<file path="src/rtl/rbvq_pkg.sv">
`timescale 1ns / 1ps
// ----------------------------------------------------------------------------
// Relay bank value quantizer package
// Shared sizes, relay weights, operation codes, sequencer states and the
// result record handed from the search sequencer to the top level.
// ----------------------------------------------------------------------------
package rbvq_pkg;

	// Default sizes of the relay code and of the internal bank value.
	localparam int CODE_BITS_DEF  = 8;
	localparam int VALUE_BITS_DEF = 18;

	// Fixed widths of the stream fields.
	localparam int FIELD_CODE_W  = 8;
	localparam int FIELD_VALUE_W = 18;
	localparam int FIELD_OP_W    = 2;

	// Width of the raw bank sum, wide enough for any value size in range.
	localparam int SUM_BITS = 25;

	// Reset value of the error limit register, in quarter units.
	localparam logic [FIELD_VALUE_W-1:0] LIMIT_RESET = 18'd4000;

	// Base values of the two banks, in quarter units.
	localparam logic [SUM_BITS-1:0] L_BASE = 25'd200;
	localparam logic [SUM_BITS-1:0] C_BASE = 25'd100;

	// Operation codes carried in the input user field.
	typedef enum logic [FIELD_OP_W-1:0] {
		OP_L_CODE_TO_VALUE = 2'd0,
		OP_C_CODE_TO_VALUE = 2'd1,
		OP_L_VALUE_TO_CODE = 2'd2,
		OP_C_VALUE_TO_CODE = 2'd3
	} op_t;

	// Search sequencer states.
	typedef enum logic [4:0] {
		ST_IDLE   = 5'b00001,
		ST_SCAN   = 5'b00010,
		ST_DRAIN  = 5'b00100,
		ST_TOTAL  = 5'b01000,
		ST_RESULT = 5'b10000
	} state_t;

	// Finished result offered by the sequencer.
	typedef struct packed {
		logic                     valid;
		logic [FIELD_CODE_W-1:0]  code;
		logic [FIELD_VALUE_W-1:0] total;
	} res_t;

	// Weight of one relay bit of the inductor or capacitor bank.
	function automatic logic [SUM_BITS-1:0] bit_weight(input logic cap,
							   input logic [2:0] idx);
		logic [SUM_BITS-1:0] w;
		if (cap) begin
			case (idx)
				3'd0:    w = 25'd100;
				3'd1:    w = 25'd200;
				3'd2:    w = 25'd356;
				3'd3:    w = 25'd660;
				3'd4:    w = 25'd1360;
				3'd5:    w = 25'd2400;
				3'd6:    w = 25'd4548;
				default: w = 25'd7756;
			endcase
		end else begin
			case (idx)
				3'd0:    w = 25'd750;
				3'd1:    w = 25'd1500;
				3'd2:    w = 25'd3000;
				3'd3:    w = 25'd6000;
				3'd4:    w = 25'd12000;
				3'd5:    w = 25'd24000;
				3'd6:    w = 25'd48000;
				default: w = 25'd96000;
			endcase
		end
		return w;
	endfunction

endpackage

</file>
<file path="src/rtl/rbvq_bank_unit.sv">
`timescale 1ns / 1ps
// ----------------------------------------------------------------------------
// Bank value unit
// Forms the total of one relay code (base plus the weight of every set bit),
// saturates it to the value width and registers it. Shared by the search
// and by the final total of the chosen code.
// ----------------------------------------------------------------------------
module rbvq_bank_unit #(
	parameter int CODE_BITS  = rbvq_pkg::CODE_BITS_DEF,
	parameter int VALUE_BITS = rbvq_pkg::VALUE_BITS_DEF
) (
	input  logic                  clk,
	input  logic                  cap,
	input  logic [CODE_BITS-1:0]  code,
	output logic [VALUE_BITS-1:0] value_s1
);

	localparam logic [rbvq_pkg::SUM_BITS-1:0] VMAX =
		rbvq_pkg::SUM_BITS'((64'd1 << VALUE_BITS) - 64'd1);

	logic [rbvq_pkg::SUM_BITS-1:0] sum;
	logic [rbvq_pkg::SUM_BITS-1:0] sat;

	// Sum the weights of the set relay bits on top of the bank base.
	always_comb begin
		sum = cap ? rbvq_pkg::C_BASE : rbvq_pkg::L_BASE;
		for (int b = 0; b < CODE_BITS; b++) begin
			if (code[b]) begin
				sum = sum + rbvq_pkg::bit_weight(cap, 3'(b));
			end
		end
		sat = (sum > VMAX) ? VMAX : sum;
	end

	// Register the total for the compare stage.
	always_ff @(posedge clk) begin
		value_s1 <= sat[VALUE_BITS-1:0];
	end

endmodule

</file>
<file path="src/rtl/rbvq_search_ctrl.sv">
`timescale 1ns / 1ps
// ----------------------------------------------------------------------------
// Search sequencer
// Takes one transaction, steps the bank value unit through every code for a
// value-to-code search keeping the nearest total whose error is below the error
// limit, then reads the total of the chosen code and offers the result.
// ----------------------------------------------------------------------------
module rbvq_search_ctrl #(
	parameter int CODE_BITS  = rbvq_pkg::CODE_BITS_DEF,
	parameter int VALUE_BITS = rbvq_pkg::VALUE_BITS_DEF
) (
	input  logic                                clk,
	input  logic                                arst_n,
	input  logic                                in_valid,
	output logic                                in_ready,
	input  rbvq_pkg::op_t                       in_op,
	input  logic [rbvq_pkg::FIELD_CODE_W-1:0]   in_code,
	input  logic [rbvq_pkg::FIELD_VALUE_W-1:0]  in_target,
	input  logic [rbvq_pkg::FIELD_VALUE_W-1:0]  error_limit,
	output logic                                unit_cap,
	output logic [CODE_BITS-1:0]                unit_code,
	input  logic [VALUE_BITS-1:0]               unit_value,
	output rbvq_pkg::res_t                      res,
	input  logic                                res_ready
);

	// Error width covers both the bank value and the target.
	localparam int EW = (VALUE_BITS > rbvq_pkg::FIELD_VALUE_W) ?
		VALUE_BITS : rbvq_pkg::FIELD_VALUE_W;

	rbvq_pkg::state_t state_q;
	rbvq_pkg::op_t    op_q;
	logic [CODE_BITS-1:0] cnt_q;
	logic [CODE_BITS-1:0] cnt_s1;
	logic                 val_s1;
	logic [rbvq_pkg::FIELD_VALUE_W-1:0] target_q;
	logic [CODE_BITS-1:0] best_code_q;
	logic [EW-1:0]        best_err_q;

	logic          search;
	logic [EW-1:0] value_ext;
	logic [EW-1:0] target_ext;
	logic [EW-1:0] err;

	assign search = (in_op == rbvq_pkg::OP_L_VALUE_TO_CODE) ||
			(in_op == rbvq_pkg::OP_C_VALUE_TO_CODE);

	// Drive the shared unit: the running code while scanning, else the chosen one.
	assign unit_cap  = (op_q == rbvq_pkg::OP_C_CODE_TO_VALUE) ||
			   (op_q == rbvq_pkg::OP_C_VALUE_TO_CODE);
	assign unit_code = (state_q == rbvq_pkg::ST_SCAN) ? cnt_q : best_code_q;
	assign in_ready  = (state_q == rbvq_pkg::ST_IDLE);

	// Absolute error of the registered total against the target.
	always_comb begin
		value_ext  = EW'(unit_value);
		target_ext = EW'(target_q);
		err = (value_ext >= target_ext) ? (value_ext - target_ext) :
						   (target_ext - value_ext);
	end

	// Result record towards the output register.
	always_comb begin
		res.valid = (state_q == rbvq_pkg::ST_RESULT);
		res.code  = rbvq_pkg::FIELD_CODE_W'(best_code_q);
		res.total = value_ext[rbvq_pkg::FIELD_VALUE_W-1:0];
	end

	// Sequencer state and compare-stage valid.
	always_ff @(posedge clk or negedge arst_n) begin
		if (!arst_n) begin
			state_q <= rbvq_pkg::ST_IDLE;
			val_s1  <= 1'b0;
		end else begin
			val_s1 <= (state_q == rbvq_pkg::ST_SCAN);
			case (state_q)
				rbvq_pkg::ST_IDLE: begin
					if (in_valid) begin
						state_q <= search ? rbvq_pkg::ST_SCAN :
								    rbvq_pkg::ST_TOTAL;
					end
				end
				rbvq_pkg::ST_SCAN: begin
					if (cnt_q == {CODE_BITS{1'b1}}) begin
						state_q <= rbvq_pkg::ST_DRAIN;
					end
				end
				rbvq_pkg::ST_DRAIN:  state_q <= rbvq_pkg::ST_TOTAL;
				rbvq_pkg::ST_TOTAL:  state_q <= rbvq_pkg::ST_RESULT;
				rbvq_pkg::ST_RESULT: begin
					if (res_ready) begin
						state_q <= rbvq_pkg::ST_IDLE;
					end
				end
				default: state_q <= rbvq_pkg::ST_IDLE;
			endcase
		end
	end

	// Item capture, scan counter and best-code tracking.
	always_ff @(posedge clk) begin
		cnt_s1 <= cnt_q;
		if (state_q == rbvq_pkg::ST_IDLE && in_valid) begin
			op_q     <= in_op;
			target_q <= in_target;
			cnt_q    <= '0;
			if (search) begin
				best_code_q <= '0;
				best_err_q  <= EW'(error_limit);
			end else begin
				best_code_q <= in_code[CODE_BITS-1:0];
			end
		end
		if (state_q == rbvq_pkg::ST_SCAN) begin
			cnt_q <= cnt_q + 1'b1;
		end
		// Strictly smaller error wins, so ties keep the lower code.
		if (val_s1 && (err < best_err_q)) begin
			best_err_q  <= err;
			best_code_q <= cnt_s1;
		end
	end

endmodule

</file>
<file path="src/rtl/relay_bank_value_quantizer_core.sv">
`timescale 1ns / 1ps
// A value-to-code search steps through all 2^CODE_BITS codes (256 by default),
// one code per cycle through the shared bank value unit, before the total of the
// chosen code is read; a code-to-value transaction reads that total directly.
// One transaction at a time: the input is ready again once the
// result has moved to the output register. Reset is asynchronous, active low,
// and leaves the block idle with the error limit at 4000 quarter units.
// ----------------------------------------------------------------------------
// Relay bank value quantizer
// Converts between an 8-bit relay code and the total value of the inductor
// or capacitor bank, or searches for the code whose total is nearest a target.
// ----------------------------------------------------------------------------
module relay_bank_value_quantizer_core #(
	parameter int CODE_BITS  = rbvq_pkg::CODE_BITS_DEF,
	parameter int VALUE_BITS = rbvq_pkg::VALUE_BITS_DEF
) (
	input  logic        clk,
	input  logic        arst_n,
	input  logic        cfg_we,
	input  logic [17:0] cfg_wdata,   // error_limit
	input  logic        s_tvalid,
	output logic        s_tready,
	input  logic [31:0] s_tdata,     // relay_code [7:0], target_value [25:8], zeros
	input  logic [1:0]  s_tuser,     // operation [1:0]
	output logic        m_tvalid,
	input  logic        m_tready,
	output logic [31:0] m_tdata      // code_out [7:0], bank_total [25:8], zeros
);

	logic [rbvq_pkg::FIELD_VALUE_W-1:0] error_limit_q;
	logic                  unit_cap;
	logic [CODE_BITS-1:0]  unit_code;
	logic [VALUE_BITS-1:0] unit_value;
	rbvq_pkg::res_t        res;
	logic                  res_ready;
	logic                                out_valid_q;
	logic [rbvq_pkg::FIELD_CODE_W-1:0]  out_code_q;
	logic [rbvq_pkg::FIELD_VALUE_W-1:0] out_total_q;

	// Error limit register.
	always_ff @(posedge clk or negedge arst_n) begin
		if (!arst_n) begin
			error_limit_q <= rbvq_pkg::LIMIT_RESET;
		end else if (cfg_we) begin
			error_limit_q <= cfg_wdata;
		end
	end

	rbvq_search_ctrl #(
		.CODE_BITS  (CODE_BITS),
		.VALUE_BITS (VALUE_BITS)
	) u_ctrl (
		.clk         (clk),
		.arst_n      (arst_n),
		.in_valid    (s_tvalid),
		.in_ready    (s_tready),
		.in_op       (rbvq_pkg::op_t'(s_tuser)),
		.in_code     (s_tdata[7:0]),
		.in_target   (s_tdata[25:8]),
		.error_limit (error_limit_q),
		.unit_cap    (unit_cap),
		.unit_code   (unit_code),
		.unit_value  (unit_value),
		.res         (res),
		.res_ready   (res_ready)
	);

	rbvq_bank_unit #(
		.CODE_BITS  (CODE_BITS),
		.VALUE_BITS (VALUE_BITS)
	) u_unit (
		.clk      (clk),
		.cap      (unit_cap),
		.code     (unit_code),
		.value_s1 (unit_value)
	);

	// Output register: takes a result whenever it is empty or being drained.
	assign res_ready = !out_valid_q || m_tready;

	always_ff @(posedge clk or negedge arst_n) begin
		if (!arst_n) begin
			out_valid_q <= 1'b0;
		end else if (res_ready) begin
			out_valid_q <= res.valid;
		end
	end

	always_ff @(posedge clk) begin
		if (res_ready && res.valid) begin
			out_code_q  <= res.code;
			out_total_q <= res.total;
		end
	end

	assign m_tvalid = out_valid_q;
	assign m_tdata  = {6'd0, out_total_q, out_code_q};

	// An accepted transaction makes the block busy in the next cycle.
	a_busy_after_accept: assert property (@(posedge clk) disable iff (!arst_n)
		s_tvalid && s_tready |=> !s_tready)
		else $error("input still ready after a transaction was taken");

	// An idle sequencer offers no result.
	a_idle_no_result: assert property (@(posedge clk) disable iff (!arst_n)
		s_tready |-> !res.valid)
		else $error("result offered while the sequencer is idle");

	// A result that is held back stays put until the output register takes it.
	a_result_held: assert property (@(posedge clk) disable iff (!arst_n)
		res.valid && !res_ready |=> res.valid && $stable(res.code) &&
			$stable(res.total))
		else $error("pending result changed before hand-over");

endmodule
</file>
<file path="config.mk">
export PLATFORM = sky130hd
export DESIGN_NAME = relay_bank_value_quantizer_core
export DESIGN_NICKNAME = d
export VERILOG_FILES = /design/src/rtl/rbvq_pkg.sv /design/src/rtl/rbvq_bank_unit.sv /design/src/rtl/rbvq_search_ctrl.sv /design/src/rtl/relay_bank_value_quantizer_core.sv
export SDC_FILE = /design/constraint.sdc
export NUM_CORES = 1
export LEC_CHECK = 0
export BUFFER_PORTS_ARGS = -buffer_cell sky130_fd_sc_hd__buf_2
export CORE_MARGIN = 2
export CORE_UTILIZATION = 55
export CTS_CLUSTER_DIAMETER = 50
export DETAILED_ROUTE_END_ITERATION = 6
export GPL_ROUTABILITY_DRIVEN = 0
export PLACE_DENSITY = 0.75
export SLEW_MARGIN = 5
export SYNTH_ARGS = -nofsm -noshare
export SYNTH_HDL_FRONTEND = slang
export SYNTH_SLANG_ARGS = --single-unit
</file>
<file path="constraint.sdc">
create_clock -name clk -period 24.7 [get_ports clk]
set_input_delay 1.235 -clock clk [delete_from_list [all_inputs] [get_ports clk]]
set_output_delay 1.235 -clock clk [all_outputs]
set_load 0.1 [all_outputs]
</file>
Yosys cells after proc, flatten, opt, wreduce, memory -nomap -nowiden
Index checks and enable logic that the tools add are counted.

Equal/unequal tests: 13. Add/subtract/negate cells: 11. Multiplexer cells: 40. $lt $le $gt $ge: 3. Reductions and logical operators: 12.

Operators by type and width (count): 2-to-1 mux 25 bit (16); adder 25 bit (8); 2-to-1 mux 18 bit (4); 2-to-1 mux 8 bit (7); subtractor 18 bit (2); greater-than comparator 25 x 18 -> 1 bit, second input constant (1); one-hot mux 5 bit (5 select lines) (1); greater-or-equal comparator 18 bit (1); < comparator 18 bit (1); 2-to-1 mux 17 bit (1); 2-to-1 mux 16 bit (1); 2-to-1 mux 15 bit (1); 2-to-1 mux 5 bit (3); 2-to-1 mux 14 bit (1); 2-to-1 mux 13 bit (1); 2-to-1 mux 12 bit (1); 2-to-1 mux 11 bit (1); 2-to-1 mux 10 bit (1); adder 8 x 1 -> 8 bit, second input constant (1); == test 8 bit, second input constant (1); == test 2 bit, second input constant (3); nonzero test 2 bit (3); == test 5 x 1 -> 1 bit, second input constant (1); == test 5 x 2 -> 1 bit, second input constant (1); 12 further kinds (17).

Bits of input ports: 57. Register bits: 131. Output and inout bits: 34. Logic and storage cells: 92.

Longest topological paths before layout
Gate-level depths: netlist (run 1).

Word-level depth: 21. Depth in mapped cells: 47. Mapped depth without buffers: 45.

By module
Synthesis (run 1) repeated with hierarchy kept, for this count alone.

Cell total of the unflattened synthesis: 1122. Area, all modules: 10568.9 um2.

By module, submodules not included: rbvq_search_ctrl (instances 1, seq. area each 1903.1 um2, area each 5202.5 um2, cells an instance 547); rbvq_bank_unit (instances 1, seq. area each 340.3 um2, area each 3763.6 um2, cells an instance 500); relay_bank_value_quantizer_core (instances 1, seq. area each 1263.7 um2, area each 1602.8 um2, cells an instance 75).

Worst setup path after synthesis (run 1)
No wires, ideal clock.

Path kind: flip-flop to flip-flop. From: register u_ctrl.state_q[4]. To: register u_unit.value_s1[16]. Arrival time: 8.759 ns. Clock period less this slack: 8.881 ns. Path slack: 15.819 ns. Stages on the path, launching flop included: 40. Data required time: 24.578 ns. Library setup time: 0.122 ns. Path buffers: 2. Cells stage by stage: dfrtp_1 > buf_6 > or3b_1 > buf_6 > o21ai_0 > nand2_1 > ha_1 > nand2b_1 > a211o_1 > and2_1 > inv_1 > ha_1 > a21o_1 > a311oi_1 > xor2_1 > inv_1 > ha_1 > a21o_1 > [... 4 more ...] > ha_1 > or4_1 > a21oi_1 > or3b_2 > a41oi_1 > nor3_4 > xor2_1 > ha_1 > or2_2 > o31ai_1 > nor2_1 > a211o_1 > xnor2_1 > a21oi_1 > ha_1 > a31oi_1 > o311a_1 > a221o_1.

Word-level cells in the longest chain between the ends: 18.

Ends and longest elaborated chain: start, declared (line rbvq_search_ctrl.sv:31) `rbvq_pkg::state_t state_q;`; start signal, assigned (line rbvq_search_ctrl.sv:72) `state_q <= rbvq_pkg::ST_IDLE;`; start signal, assigned (line rbvq_search_ctrl.sv:79) `state_q <= search ? rbvq_pkg::ST_SCAN :`; start signal, assigned (line rbvq_search_ctrl.sv:85) `state_q <= rbvq_pkg::ST_DRAIN;`; == test 5 x 2 -> 1 bit (*) (line rbvq_search_ctrl.sv:51) `assign unit_code = (state_q == rbvq_pkg::ST_SCAN) ? cnt_q : best_code_q;`; 2-to-1 mux 8 bit (*) (line rbvq_search_ctrl.sv:51); 2-to-1 mux 25 bit (line rbvq_bank_unit.sv:28) `if (code[b]) begin`; adder 25 bit (line rbvq_bank_unit.sv:29) `sum = sum + rbvq_pkg::bit_weight(cap, 3'(b));`; 2-to-1 mux 25 bit (line rbvq_bank_unit.sv:28); adder 25 bit (line rbvq_bank_unit.sv:29); 2-to-1 mux 25 bit (line rbvq_bank_unit.sv:28); adder 25 bit (line rbvq_bank_unit.sv:29); [... 3 more ...]; adder 25 bit (line rbvq_bank_unit.sv:29); 2-to-1 mux 25 bit (line rbvq_bank_unit.sv:28); adder 25 bit (line rbvq_bank_unit.sv:29); 2-to-1 mux 25 bit (line rbvq_bank_unit.sv:28); adder 25 bit (line rbvq_bank_unit.sv:29); 2-to-1 mux 25 bit (*) (line rbvq_bank_unit.sv:28); net u_unit.sum (one bit) (line rbvq_bank_unit.sv:21) `logic [rbvq_pkg::SUM_BITS-1:0] sum;`; greater-than comparator 25 x 18 -> 1 bit (line rbvq_bank_unit.sv:32) `sat = (sum > VMAX) ? VMAX : sum;`; end signal, assigned (line rbvq_bank_unit.sv:37) `value_s1 <= sat[VALUE_BITS-1:0];`; end, declared (line rbvq_bank_unit.sv:15) `output logic [VALUE_BITS-1:0] value_s1`.

Mark *: on every way through the listed nets, which the timed path passes. The rest lies on a longest branch. A chain may end at the register's enable or synchronous reset.

Worst setup path after layout (run 1)
Ends and elaborated chain as after synthesis.

==> results of run 1 <==
-- worst reg2reg max path, delay by kind of cell (launching register included) --
kind | cells | cell delay (ns)
simple gates | 14 | 3.43
compound gates | 16 | 3.41
fa+ha+maj | 6 | 1.83
xor+xnor | 3 | 0.65
flops | 1 | 0.47
buf+inv | 2 | 0.19
-- cell type report --
class | count | area, um^2 | share of cell area [%]
clock inverters | 14 | 179 | 1.56
well taps | 234 | 293 | 2.56
flip-flops and latches | 128 | 3480 | 30.4
multi-input cells | 859 | 6280 | 54.9
repair buffers | 88 | 468 | 4.09
clock buffers | 18 | 439 | 3.84
inverters | 82 | 308 | 2.69
-- worst min-delay path by stage --
stage	startpoint	cells after the start	slack [ns]	endpoint
after floorplan	u_ctrl.cnt_q[7]	0	0.38	u_ctrl.cnt_s1[7]
after global placement	u_ctrl.cnt_q[7]	0	0.40	u_ctrl.cnt_s1[7]
after detailed placement	u_ctrl.cnt_q[7]	0	0.41	u_ctrl.cnt_s1[7]
after CTS	u_ctrl.cnt_q[7]	0	0.44	u_ctrl.cnt_s1[7]
after global routing	u_ctrl.cnt_q[7]	0	0.46	u_ctrl.cnt_s1[7]
final	u_ctrl.cnt_q[7]	0	0.45	u_ctrl.cnt_s1[7]
-- cells by family after synthesis --
group                      synth area share (%)
and+or+nand+nor                            17.3
AOI/OAI and AO/OA                          19.0
buffers and inverters                      5.69
DFF                                        33.7
adders and majority gates                  12.7
muxes                                      6.43
xor gates and xnor gates                   5.10
other                                    0.0364
-- power by group --
part | total (W) | internal, W | leakage [nW] | switching, W
Clock | 0.000260 | 0.000163 | 0.296 | 0.0000967
Sequential | 0.000284 | 0.000266 | 1.24 | 0.0000182
Combinational | 0.0000991 | 0.0000420 | 3.44 | 0.0000570
Total | 0.000643 | 0.000471 | 4.98 | 0.000172
-- stage by stage --
step / hold slack [ns] / util (%) / cells / worst slack [ns]
global placement: 0.401 / 58.5 / 1391 / 14.85
detailed placement: 0.412 / 58.5 / 1391 / 14.74
floorplan: 0.379 / - / 1121 / 15.82
CTS: 0.440 / 61.8 / 1423 / 14.68
finish: 0.447 / 61.8 / 1423 / 14.59
global route: 0.457 / 61.8 / 1423 / 13.86
-- routing by layer --
metal | global-route usage (%) | up-vias | wire length, um
li1 | - | 4191 | -
met2 | 41.0 | 235 | 11300
met3 | 3.43 | 35 | 1130
met5 | 0 | - | 0
met4 | 7.32 | 0 | 445
met1 | 32.2 | 4056 | 11200
-- flip-flops by register name, indices dropped and copies added (netlist names) --
| signal | count |
|---|---|
| out_total_q | 17 |
| out_code_q | 8 |
| u_ctrl.cnt_s1 | 8 |
| error_limit_q | 18 |
| m_tvalid | 1 |
| u_ctrl.val_s1 | 1 |
| u_ctrl.state_q | 5 |
| u_ctrl.op_q | 1 |
| u_ctrl.cnt_q | 8 |
| u_ctrl.target_ext | 18 |
| u_unit.value_s1 | 17 |
| u_ctrl.best_code_q | 8 |
| u_ctrl.best_err_q | 18 |
-- placed cells by master, fill, tap and decap left out, types with 8 or more instances in the layout --
| master | instances |
|---|---|
| a31oi_1 | 11 |
| buf_2 | 77 |
| nor4_1 | 12 |
| nand3_1 | 21 |
| nand2b_1 | 28 |
| mux2_2 | 42 |
| a211o_1 | 10 |
| xor2_1 | 22 |
| or3_1 | 8 |
| a21o_1 | 33 |
| ha_1 | 97 |
| nand4_1 | 17 |
| o211ai_1 | 8 |
| a21oi_1 | 60 |
| buf_4 | 11 |
| mux2i_1 | 19 |
| nor3_1 | 13 |
| xnor2_1 | 38 |
| nor2_1 | 89 |
| nand2_1 | 98 |
| and3_1 | 9 |
| inv_1 | 81 |
| dfxtp_1 | 25 |
| edfxtp_1 | 78 |
| o31ai_1 | 9 |
| clkbuf_16 | 17 |
| o21ai_0 | 52 |
| dfrtp_1 | 18 |
==> summary.txt, run 1 <==
Outcome = completed
CP required = 25.00 ns
Routed len/inst = 16.9 um
Crit path from = u_ctrl.state_q[4]
Maximum clock rate = 98.9 MHz
Relative max-transition margin = 31.3%
Synth Area per Inst = 9.24 um^2
Initial antenna violation count = 0
Layout area overhead = 11.1%
LEAKAGE = 4.98 nW
VDD IR max = 0.0490 mV
Clk root buf = clkbuf_16
Grt ovf = 0
Most frequent CP cell = ha_1
Worst reg2reg endpoint = u_unit.value_s1[16]
Final Max Tran Viols = 0
CP endpoint = u_unit.value_s1[16]
Core Region = 18,500 um^2
Final WL = 24,000 um
DP HPWL = 17,900 um
Num ports = 91
Count leader, synth = nand2_1
Fill count = 1,503
Minimum clock period after layout = 10.11 ns
Synth Cell Area = 10,300 um^2
Via Count = 8,517
Post-synth EDFFs = 78
Vias in the first global route = 8,123
Tcrit/Tclk final = 41.0%
FF-to-FF Start = u_ctrl.state_q[4]
Buf/Inv on CP = 2
Layout cells sized above 1 = 17.2%
CTS Hold Bufs = 0
Via/cell ratio = 5.99
Worst path top cell family by delay = simple AND/OR/NAND/NOR gates
Worst EP arrival = 10.41 ns
Resized cells post-CTS = 0
# DRC = 0
Initial Util = 55.7%
Unrepaired setup endpoints after global routing = no
Post-CTS setup buffers = 0
Worst Max-Slew Pin Slew = 1.00 ns
Total Neg Setup Slack = 0 ns
Hold Fails Final Rpt = 0
Clock buffer depth = 2
Sequential fraction of the synthesis area = 33.7%
CP endpoint kind = flop
Global-route usage over all layers = 24.2%
Synth cell count leaders = 98 x nand2_1, 97 x ha_1, 89 x nor2_1, 81 x inv_1, 78 x edfxtp_1
Final ANT Viol Nets = 0
PwrDens = 56.2 nW/um^2
Clk sink count = 128
Final Power = 0.000643 W
Share of the synthesized area in the top cell type = 22.7%
CTS tree = yes
Worst setup SP type = flop
Inserted Clock Buffers = 17
Fin area = 11,400 um^2
Slowest CP cell = or3b_1
DR iter-0 viols = 667
Max-capacitance violation count = 0
FF-to-FF path depth = 41
CP Depth = 41
CP max FO = 9
Die area = 19,900 um^2
Crit-path max cell delay = 0.59 ns
Placed standard-cell area = 10,800 um^2
Yosys reg bits = 128
Reg clk slew, reported paths = 0.06 ns
Post-synth ARST share = 19.5%
Clock skew = 0.0107 ns
Port bufs = 77
Cell accounting for the most synthesized area = edfxtp_1
Worst hold path class = flop to flop
Nets = 1,335
Pin count of the biggest net entering global routing = 35
Antenna Cells = 0
Area contributors post-synth = edfxtp_1 23%, ha_1 12%, dfxtp_1 4.9%
R2r setup slk = 14.59 ns
Synth Flop Type = edfxtp_1
Std-Cell Rows = 50
Global-route wire length before repair = 39,200 um
Final setup vio count = 0
DIE WIDTH = 141 um
YS warnings = 0
Clk Latency, worst-skew pair = 0.42 ns
Crit Path Category = flop to flop
CTS H-tree lvls = 4
Count of different cell masters after synthesis = 97
Chip height = 141 um
Synthesized instance count = 1,115
TritonRoute pass-1 iters = 5
Note: power is estimated with default switching activity, not from simulation.
==> run 2: changes to the inputs <==
- PLACE_DENSITY: 0.75 -> 0.77
- clock period: 24.7 -> 8.7 ns (I/O delays scaled with it)
==> run 2 against run 1 <==
Net effect: the flow now finishes with violations (negative setup slack); via count is 5.1% higher; core utilization grew 3.8 points; non-clock buffer count grew 55; die area stayed put; global-route usage up 1.3 points; critical path depth down 4; sequential power rose to 2.8 times the previous value; first-iteration DRC count grew 10%; combinational power increased to 3.0 times the previous value; clock power rose to 2.8 times the previous value; design area rose by 6.1%; routed wire length up 8.4%; critical path type unchanged; critical endpoint unchanged; largest power group unchanged; highest routed layer unchanged.
==> summary.txt, run 2 (synthesis gave the netlist of run 1 again) <==
Outcome = complete, but fails checks
Violated checks = negative setup slack
Layout area overhead = 17.9%
Tcrit/Tclk final = 100%
R2r setup slk = -0.03 ns
Std-Cell Rows = 50
DP HPWL = 19,100 um
Commonest cells after routing, fill and taps aside = 97 x nand2_1, 89 x nor2_1, 89 x ha_1
Final Max Tran Viols = 0
CP max FO = 5
CTS tree = yes
Nets = 1,390
Final setup vio count = 1
# DRC = 0
Grt ovf = 0
Global-route usage over all layers = 25.4%
Inserted Clock Buffers = 17
Final WL = 26,100 um
TritonRoute pass-1 iters = 5
Num ports = 91
Chip height = 141 um
Clk Latency, worst-skew pair = 0.42 ns
DIE WIDTH = 141 um
Initial Util = 55.7%
Maximum clock rate = 115 MHz
Crit Path Category = flop to flop
Clock skew = 0.0180 ns
Worst Max-Slew Pin Slew = 0.997 ns
CP required = 9.00 ns
DR iter-0 viols = 736
Layout cells sized above 1 = 24.8%
Clk root buf = clkbuf_16
Hold Fails Final Rpt = 0
Placed standard-cell area = 11,200 um^2
Total Neg Setup Slack = -0.0301 ns
Port bufs = 77
Final Power = 0.00184 W
Worst setup SP type = flop
Relative max-transition margin = 33.5%
Dpl ws = -0.152 ns
Via Count = 8,952
CP endpoint kind = flop
Core Region = 18,500 um^2
Hold Worst Slack = 0.0474 ns
Worst hold path class = input pin to async pin
Slowest CP cell = or4_1
Routed len/inst = 17.6 um
Global-route wire length before repair = 41,000 um
Unrepaired setup endpoints after global routing = yes
Pin count of the biggest net entering global routing = 32
Max-capacitance violation count = 0
Antenna Cells = 0
PwrDens = 151 nW/um^2
Most common cell after layout, fill and taps aside = nand2_1
CTS H-tree lvls = 4
Via/cell ratio = 6.06
Vias in the first global route = 8,453
Minimum clock period after layout = 8.73 ns
VDD IR max = 0.140 mV
Fin area = 12,100 um^2
Reg clk slew, reported paths = 0.07 ns
Crit-path max cell delay = 0.54 ns
Clk sink count = 128
Setup slack after layout = -0.0301 ns
Clock buffer depth = 2
Final ANT Viol Nets = 0
Initial antenna violation count = 0
Die area = 19,900 um^2
Worst EP arrival = 9.03 ns
LEAKAGE = 5.26 nW
==> run 2: layout make-up <==
| class | instances | area, um^2 |
|---|---|---|
| timing repair buffer | 143 | 885 |
| inverter | 82 | 314 |
| clock buffer | 18 | 429 |
| sequential | 128 | 3480 |
| clock inverter | 14 | 183 |
| tap | 234 | 293 |
| multi-input combinational | 859 | 6570 |
| fill | 1459 | 6370 |
==> run 2: routing by layer <==
| metal | vias up | part of all wire, % | GRT usage (%) |
|---|---|---|---|
| li1 | 4311 | - | - |
| met1 | 4297 | 44 | 33.6 |
| met2 | 300 | 48 | 43.5 |
| met3 | 44 | 5.9 | 3.33 |
| met4 | 0 | 1.9 | 8.21 |
| met5 | - | 0 | 0 |
==> run 2: timing repair <==
action                     CTS  global route
hold buffers                 0             0
setup buffers                2            12
pin swaps                    4            34
gates resized for setup      5            51
setup endpoints to repair    5             7
==> run 2: final timing paths <==
path                                    from                    to  depth (start not counted)
max in group asynchronous             arst_n         u_ctrl.val_s1                          1
hold / removal                        arst_n              m_tvalid                          1
min in group clk                 s_tdata[16]  u_ctrl.target_ext[8]                          1
hold reg to reg              u_ctrl.cnt_q[7]      u_ctrl.cnt_s1[7]                          0
setup / recovery           u_ctrl.state_q[0]   u_unit.value_s1[16]                         37
setup reg to reg           u_ctrl.state_q[0]   u_unit.value_s1[16]                         37
==> run 2: per-stage QoR <==
stage,utilization [%],std cells
floorplan,-,1121
detailed placement,60.3,1432
global route,65.6,1478
finish,65.6,1478
global placement,60.3,1432
CTS,63.8,1466
==> run 2: where the power goes <==
part / switching (W) / total [W] / internal, W
clock network: 0.000279 / 0.000734 / 0.000455
logic: 0.000173 / 0.000299 / 0.000126
registers: 0.0000491 / 0.000804 / 0.000755
==> run 2: critical path, delay by kind of cell (launching register included) <==
kind | cells | cell delay [ns]
simple gates | 15 | 3.43
buf+inv | 1 | 0.06
compound gates | 14 | 2.61
flops | 1 | 0.37
fa+ha+maj | 5 | 1.62
xor+xnor | 2 | 0.47
==> run 3: changes to the inputs <==
- PLACE_DENSITY: 0.77 -> 0.75
- clock period: 8.7 -> 10.5 ns (I/O delays scaled with it)
==> run 3 against run 2 <==
Net effect: the run now ends clean; sequential share of layout area is 1.7 points higher; clock skew is 0.0060 ns lower; non-clock buffer count is 54 lower; fmax is 11% lower; routed wire length is 5.2% lower; worst hold slack better by 0.080 ns; critical path type unchanged; largest cell class unchanged; highest routed layer unchanged.
==> summary.txt, run 3 (synthesis gave the netlist of run 1 again) <==
Outcome = completed
TritonRoute pass-1 iters = 6
Placed standard-cell area = 10,800 um^2
CP required = 10.80 ns
Layout cells sized above 1 = 17.4%
DIE WIDTH = 141 um
Clock skew = 0.0120 ns
Clock buffer depth = 2
Worst Max-Slew Pin Slew = 1.05 ns
Global-route usage over all layers = 25.4%
Via/cell ratio = 6.00
Nets = 1,336
CTS Hold Bufs = 0
LEAKAGE = 4.98 nW
Clock Power Share = 40.6%
# DRC = 0
Global-route wire length before repair = 40,700 um
Inserted Clock Buffers = 17
Final Max Tran Viols = 0
Most frequent CP cell = ha_1
Num ports = 91
VDD IR max = 0.115 mV
R2r setup slk = 0.74 ns
CP endpoint kind = flop
Final setup vio count = 0
NetSw = 0.000400 W
Tcrit/Tclk final = 93.0%
Relative max-transition margin = 30.0%
Chip height = 141 um
Initial Util = 55.7%
Pin count of the biggest net entering global routing = 34
Hold Worst Slack = 0.127 ns
DP HPWL = 18,500 um
Die area = 19,900 um^2
Slowest CP cell = or4_1
Most common cell after layout, fill and taps aside = nand2_1
Clk sink count = 128
Final WL = 24,700 um
Grt ovf = 0
Int Power = 0.00112 W
Utilization after layout = 61.9%
Antenna Cells = 0
Clk Latency, worst-skew pair = 0.42 ns
CTS tree = yes
Commonest cells after routing, fill and taps aside = 98 x nand2_1, 96 x ha_1, 89 x nor2_1
Worst hold path class = input pin to async pin
Core Region = 18,500 um^2
Crit-path max cell delay = 0.53 ns
Initial antenna violation count = 0
Maximum clock rate = 102 MHz
Port bufs = 77
Clk root buf = clkbuf_16
CTS H-tree lvls = 4
Comb power frac = 15.5%
Reg clk slew, reported paths = 0.06 ns
Hold Fails Final Rpt = 0
Share of total power in sequential cells = 43.9%
DR iter-0 viols = 650
CP max FO = 9
Final ANT Viol Nets = 0
Max-capacitance violation count = 0
Total Neg Setup Slack = 0 ns
Minimum clock period after layout = 9.76 ns
Vias in the first global route = 8,266
Crit Path Category = flop to flop
Fraction of power spent switching nets = 26.3%
Worst setup SP type = flop
PwrDens = 133 nW/um^2
Worst EP arrival = 10.06 ns
Fin area = 11,500 um^2
Routed len/inst = 17.4 um
Layout area overhead = 11.3%
Via Count = 8,549
Unrepaired setup endpoints after global routing = no
Std-Cell Rows = 50
Fill count = 1,529
## run 3: worst paths after layout
check / from / end / cells past startpoint
setup / recovery: u_ctrl.state_q[1] / u_unit.value_s1[16] / 40
hold / removal: arst_n / m_tvalid / 1
setup reg to reg: u_ctrl.state_q[1] / u_unit.value_s1[16] / 40
hold reg to reg: u_ctrl.cnt_q[7] / u_ctrl.cnt_s1[7] / 0
max in group asynchronous: arst_n / error_limit_q[14] / 1
min in group clk: s_tdata[23] / u_ctrl.target_ext[15] / 1
## run 3: metal layers
layer,track usage (%),share of wire [%],up-vias
li1,-,-,4196
met3,3.74,4.7,38
met5,0,0,-
met1,33.5,45,4079
met2,43.5,48,236
met4,7.26,1.8,0
## run 3: area by class of cell
class / instances / area, um^2 / area share, %
timing repair buffer: 89 / 475 / 4.15
multi-input combinational: 859 / 6290 / 54.9
sequential: 128 / 3480 / 30.3
inverter: 82 / 308 / 2.68
tap: 234 / 293 / 2.55
clock inverter: 14 / 191 / 1.67
clock buffer: 18 / 429 / 3.74
## run 3: what timing repair did
item | in CTS | in global routing
gates resized for setup | 0 | 3
endpoints found under the hold margin | 0 | 0
endpoints found under the setup margin | 0 | 4
buffers inserted | 0 | 1
## run 3: power by group through the flow
stage               sequential [W]  clock (W)  combinational [W]
global placement          0.000674          0           0.000221
global route              0.000673   0.000643           0.000264
floorplan                 0.000650          0           0.000180
CTS                       0.000667   0.000622           0.000238
finish                    0.000669   0.000618           0.000236
detailed placement        0.000676          0           0.000233
## run 3: through the flow
stage	setup WS, ns	cells	total power (W)
5_1_grt	0.0921	1424	0.00158
3_3_place_gp	0.825	1391	0.000895
2_1_floorplan	1.62	1121	0.000830
6_report	0.738	1424	0.00152
3_5_place_dp	0.670	1391	0.000909
4_1_cts	0.589	1423	0.00153
## run 3: worst max-delay path: cells and delay by family (launching register included)
kind,cells,cell delay [ns]
XOR/XNOR,3,0.64
adder cells (fa/ha/maj),6,1.82
AND/OR/NAND/NOR,12,3.13
buffers and inverters,2,0.18
flip-flops,1,0.49
AO/OA/AOI/OAI,17,3.36
